===== src/design/lz77_pkg.sv =====
package lz77_pkg;

  localparam int unsigned WINDOW_SIZE    = 4096;
  localparam int unsigned LOOKAHEAD_SIZE = 18;
  localparam int unsigned HIST_DEPTH     = 8192;
  localparam int unsigned HIST_AW        = $clog2(HIST_DEPTH);
  localparam int unsigned NUM_CELLS      = LOOKAHEAD_SIZE + 1;
  localparam int unsigned CELL_IW        = $clog2(NUM_CELLS);
  localparam int unsigned DIST_W         = 13;
  localparam int unsigned LEN_W          = 5;
  localparam int unsigned SCAN_W         = HIST_AW + 1;

  typedef enum logic [1:0] {
    ST_IDLE,
    ST_LOAD,
    ST_SCAN,
    ST_EMIT
  } state_e;

  // control broadcast to every cell of the match row
  typedef struct packed {
    logic       clear;
    logic       step;
    logic [7:0] hist_byte;
  } cell_ctrl_t;

endpackage


===== src/design/lz77_cell.sv =====
module lz77_cell (
  input  logic                clk_i,
  input  logic                rst_ni,
  input  lz77_pkg::cell_ctrl_t ctrl_i,
  input  logic                load_i,
  input  logic [7:0]          load_byte_i,
  input  logic                prev_i,
  output logic                hit_o,
  output logic                match_o,
  output logic [7:0]          byte_o
);

  logic [7:0] byte_q;
  logic       match_q, match_d;

  // candidate that matched this cell's position so far extends by one byte
  assign hit_o = prev_i & (ctrl_i.hist_byte == byte_q);

  always_comb begin
    match_d = match_q;
    if (ctrl_i.clear) begin
      match_d = 1'b0;
    end else if (ctrl_i.step) begin
      match_d = hit_o;
    end
  end

  always_ff @(posedge clk_i or negedge rst_ni) begin
    if (!rst_ni) begin
      match_q <= 1'b0;
    end else begin
      match_q <= match_d;
    end
  end

  always_ff @(posedge clk_i) begin
    if (load_i) begin
      byte_q <= load_byte_i;
    end
  end

  assign match_o = match_q;
  assign byte_o  = byte_q;

endmodule


===== config.mk =====
export PLATFORM = sky130hd
export DESIGN_NAME = lz77_cell
export DESIGN_NICKNAME = d
export VERILOG_FILES = /design/src/design/lz77_pkg.sv /design/src/design/lz77_cell.sv
export SDC_FILE = /design/constraint.sdc
export NUM_CORES = 1
export LEC_CHECK = 0
export BUFFER_PORTS_ARGS = -buffer_cell sky130_fd_sc_hd__buf_2
export CORE_AREA = 2 2 39 41
export CTS_BUF_LIST = sky130_fd_sc_hd__clkbuf_2 sky130_fd_sc_hd__clkbuf_4 sky130_fd_sc_hd__clkbuf_8
export DETAILED_ROUTE_END_ITERATION = 16
export DIE_AREA = 0 0 41 43
export SYNTH_ARGS = -nofsm -noshare
export SYNTH_HDL_FRONTEND = slang
export SYNTH_SLANG_ARGS = --single-unit

===== constraint.sdc =====
create_clock -name clk_i -period 2.2 [get_ports clk_i]
set_input_delay 0.11 -clock clk_i [delete_from_list [all_inputs] [get_ports clk_i]]
set_output_delay 0.11 -clock clk_i [all_outputs]
set_load 0.005 [all_outputs]

* After elaboration in Yosys (flattened, before gate mapping) *
Index checks and enable logic that the tools add are counted.

word-level totals
  bits in registers = 9
  RAM bits = 0
  latch bits = 0
  input bits = 22
  memory bits (read-only) = 0
  memories = 0

operators by class
  multiply operators = 0
  magnitude comparators = 0
  mux-type cells = 2
  eq/ne operators = 1
  div/mod/pow operators = 0
  bitwise operators = 1
  shift operators = 0
  reduce and logical (&&, ||, !) cells = 1
  add/subtract/negate cells = 0

operators by type and width
  cell                number
  $eq A8 B8 Y1        1
  $mux W1             2
  $reduce_bool A2 Y1  1
  $and A1 B1 Y1       1

* Logic depth before layout (Yosys ltp) *
  depth in word-level cells = 4
  gate-level depth with buffers = 4
  mapped depth without buffers = 4

* Least setup slack after synthesis *
No wires, ideal clock.

  path kind = reg2reg
  start point = register byte_q[3] (netlist: byte_o[3])
  end point = register match_q (netlist: match_o)
  period minus slack after synthesis = 1.267 ns
  buffers on the path = 0
  data arrival time = 1.191 ns
  setup slack = 0.933 ns
  cell stages (with the launch flop) = 5
  cells stage by stage = edfxtp_1 -> xnor2_1 -> nand2_1 -> or4_1 -> o21ai_1

on the way
  word-level cells in the longest chain between the ends = 4

RTL lines
  what                      RTL line         RTL
  start: declaration        lz77_cell.sv:13  logic [7:0] byte_q;
  start signal: assignment  lz77_cell.sv:38  byte_q <= load_byte_i;
  $eq A8 B8 Y1              lz77_cell.sv:17  assign hit_o = prev_i & (ctrl_i.hist_byte == byte_q);
  $and A1 B1 Y1             lz77_cell.sv:17
  $mux W1                   lz77_cell.sv:23  end else if (ctrl_i.step) begin
  $mux W1                   lz77_cell.sv:21  if (ctrl_i.clear) begin
  end signal: assignment    lz77_cell.sv:32  match_q <= match_d;
  end: declaration          lz77_cell.sv:14  logic match_q, match_d;

Every way passes these cells. The select of a mux whose other input is x is not followed.
A chain may end at the register's enable or synchronous reset.

* Final worst setup path *
  start point = register byte_q[4] (netlist: byte_o[4])
  end point = output hit_o

on the way
  word-level cells in the longest chain between the ends = 2

RTL lines
  what              RTL line         RTL
  $eq A8 B8 Y1      lz77_cell.sv:17
  $and A1 B1 Y1     lz77_cell.sv:17
  end: declaration  lz77_cell.sv:8   output logic hit_o,

Every way passes these cells.

==> results.ini <==
[global_route]
gr-usage-all-layers_pct=10.82
grt_pass1_vias=315
grt_max_degree=9
grt_first_pass_wirelength_um=1193
grt_overflow=0
grt_antenna_before_repair=0

[run]
maxCapViolCount=0

[layout]
ff_latch_area_um2=265.3
antenna_cells=0
final_common_cell=buf_2
final_layout_size_suffix_gt1_share_pct=56.45
fill_cells=145
multi_input_area_um2=117.6
design_area_um2=598.1
area_delta_synth_final_pct=56.21
finalNetCount=85
final_cell_mix=buf_2, edfxtp_1, xor2_1, xnor2_1, clkbuf_4

[setup_path]
worst_r2r_endpoint=match_o
slowest_stage=edfxtp_1
cp.required_ps=2090
cpPeakStageDelay_ps=400
r2r_slack_ps=880
reg2regPathDepth=4
arrival_ps=1360
startpoint_type=register
path_max_fanout=2
endpoint_kind=output port
crit_chain=xor2_1 -> nor2_1 -> nand4_1 -> nor4_1 -> buf_2
reg2reg_from=byte_o[3]
worstSetupPathType=register to output port

[die]
rows=14
dieHeight_um=43
start_util_pct=27.67
die_area_um2=1763
die_w_um=41
core_um2=1384
io_pins=32

[detailed_routing]
vias=323
drt_iter0_drc=0
totalWireLength_um=814
drc=0
antenna_left=0
wl_per_cell_um=10.44
dr.pass1.iters=1
viasPerCell=4.141

[timing]
finalHoldViolations=0
period_needed_ps=1473
finalSetupViolations=0
fmax_mhz=678.9
tightest_slew_ps=189.6
post-route-period-util_pct=66.95
rsz0062_at_grt=false
drv_slew=0
finClkSkew_ps=1.809
tns_ps=0
relSlewSlack_pct=87.25

[power_and_ir_drop]
irDropWorstVdd_mv=0.3401
p_total_uw=396.1
powerDensity_nw_per_um2=662.3
leakagePower_nw=0.2774

[synth]
ys_warn_count=0
synthMuxAreaShare_pct=0
syn-cell-area_um2=382.9
synth_top_family_by_area=XOR/XNOR gates
synth_compound_area_share_pct=1.307
synth_fa_ha_area_share_pct=0
synth_xor_area_share_pct=18.30
yosys.area_share.simple_pct=11.11
syn_nets=48
netlist_instances=26
yosysUniqueCellTypes=11
synth-seq-cells=9
synth_area_per_cell_um2=14.73
synth_seq_area_share_pct=69.28

[clock_tree]
clkSlewWorstSetupHoldPaths_ps=60
clockRootBuffer=clkbuf_4
cts_setup_buffers=0
htreeDepth=1
cts-buffers-inserted=3
ctsLongestPathBuffers=2
cts_tree=done
clock-sinks=9
clkLatencyLatePin_ps=250

[place]
port_buffers=31
post_dp_cell_area_um2=558.0
place_congestion=0.6779
hpwl_um=721.6

[status]
outcome=complete, no violations

[hold_path]
min_to=byte_o[3]
worstHoldStart=load_byte_i[3]
hold_class=input port to register
holdPathStages=1

what timing repair did:
| item | 4_1_cts | 5_1_grt |
|---|---|---|
| gates resized for setup | 0 | 0 |
| endpoints found under the hold margin | 1 | 0 |
| hold buffers | 1 | 0 |
sequential cells by signal (all words and copies together) (netlist names):
| name | count |
|---|---|
| byte_o | 8 |
| match_o | 1 |
cell families after synthesis:
kind of cell     count (synthesis)
XOR/XNOR                         8
AND/OR/NAND/NOR                  8
flip-flops                       9
AO/OA/AOI/OAI                    1
through the flow:
stage / util (%) / hold WS [ps] / setup slack, ps / cells
detailed placement: 40.33 / -104.9 / 870.8 / 73
CTS: 43.22 / 24.17 / 710.1 / 78
finish: 43.22 / 32.80 / 727.1 / 78
floorplan: - / -185.6 / 932.8 / 26
global route: 43.22 / 19.07 / 606.1 / 78
global placement: 40.33 / -111.6 / 916.7 / 73
synthesized netlist by cell type:
| cell | number | area [um^2] |
|---|---|---|
| or4_1 | 1 | 7.510 |
| nand2_1 | 2 | 7.510 |
| nand4_1 | 1 | 6.260 |
| xor2_1 | 4 | 35.03 |
| dfrtp_1 | 1 | 25.02 |
| xnor2_1 | 4 | 35.03 |
| nor4_1 | 1 | 6.260 |
| nor2_1 | 2 | 7.510 |
| o21ai_1 | 1 | 5.000 |
| edfxtp_1 | 8 | 240.2 |
| or2b_1 | 1 | 7.510 |
worst max path at each step:
stage / start / to / slack [ps]
after floorplan: byte_o[3] / match_o / 930
after global placement: byte_o[3] / match_o / 920
after detailed placement: byte_o[0] / match_o / 870
after CTS: byte_o[4] / hit_o / 710
after global routing: byte_o[6] / hit_o / 610
final: byte_o[4] / hit_o / 730
metal layers:
| metal | GRT usage (%) | routed length, um | share of wire (%) |
|---|---|---|---|
| met1 | 9.492 | 238 | 29 |
| met2 | 19.69 | 549 | 67 |
| met3 | 4.712 | 26 | 3.2 |
| met5 | 0 | 0 | 0 |
| met4 | 4.000 | 0 | 0 |
power breakdown:
part           switching [mW]  internal (mW)
clock network          0.0507         0.0818
logic                  0.0230         0.0331
registers             0.00721          0.200
worst max-delay path, delay by kind of cell (launching register included):
kind                   cells  cell delay [ps]
buffers and inverters      1              150
flip-flops                 1              400
XOR/XNOR                   1              180
AND/OR/NAND/NOR            3              380
area by class of cell:
cell class	instances	share of cell area, %
clock buffers	4	5.021
multi-input cells	17	19.67
flip-flops and latches	9	44.35
well taps	16	3.347
repair buffers	32	27.61
(Power assumes the default switching activity.)
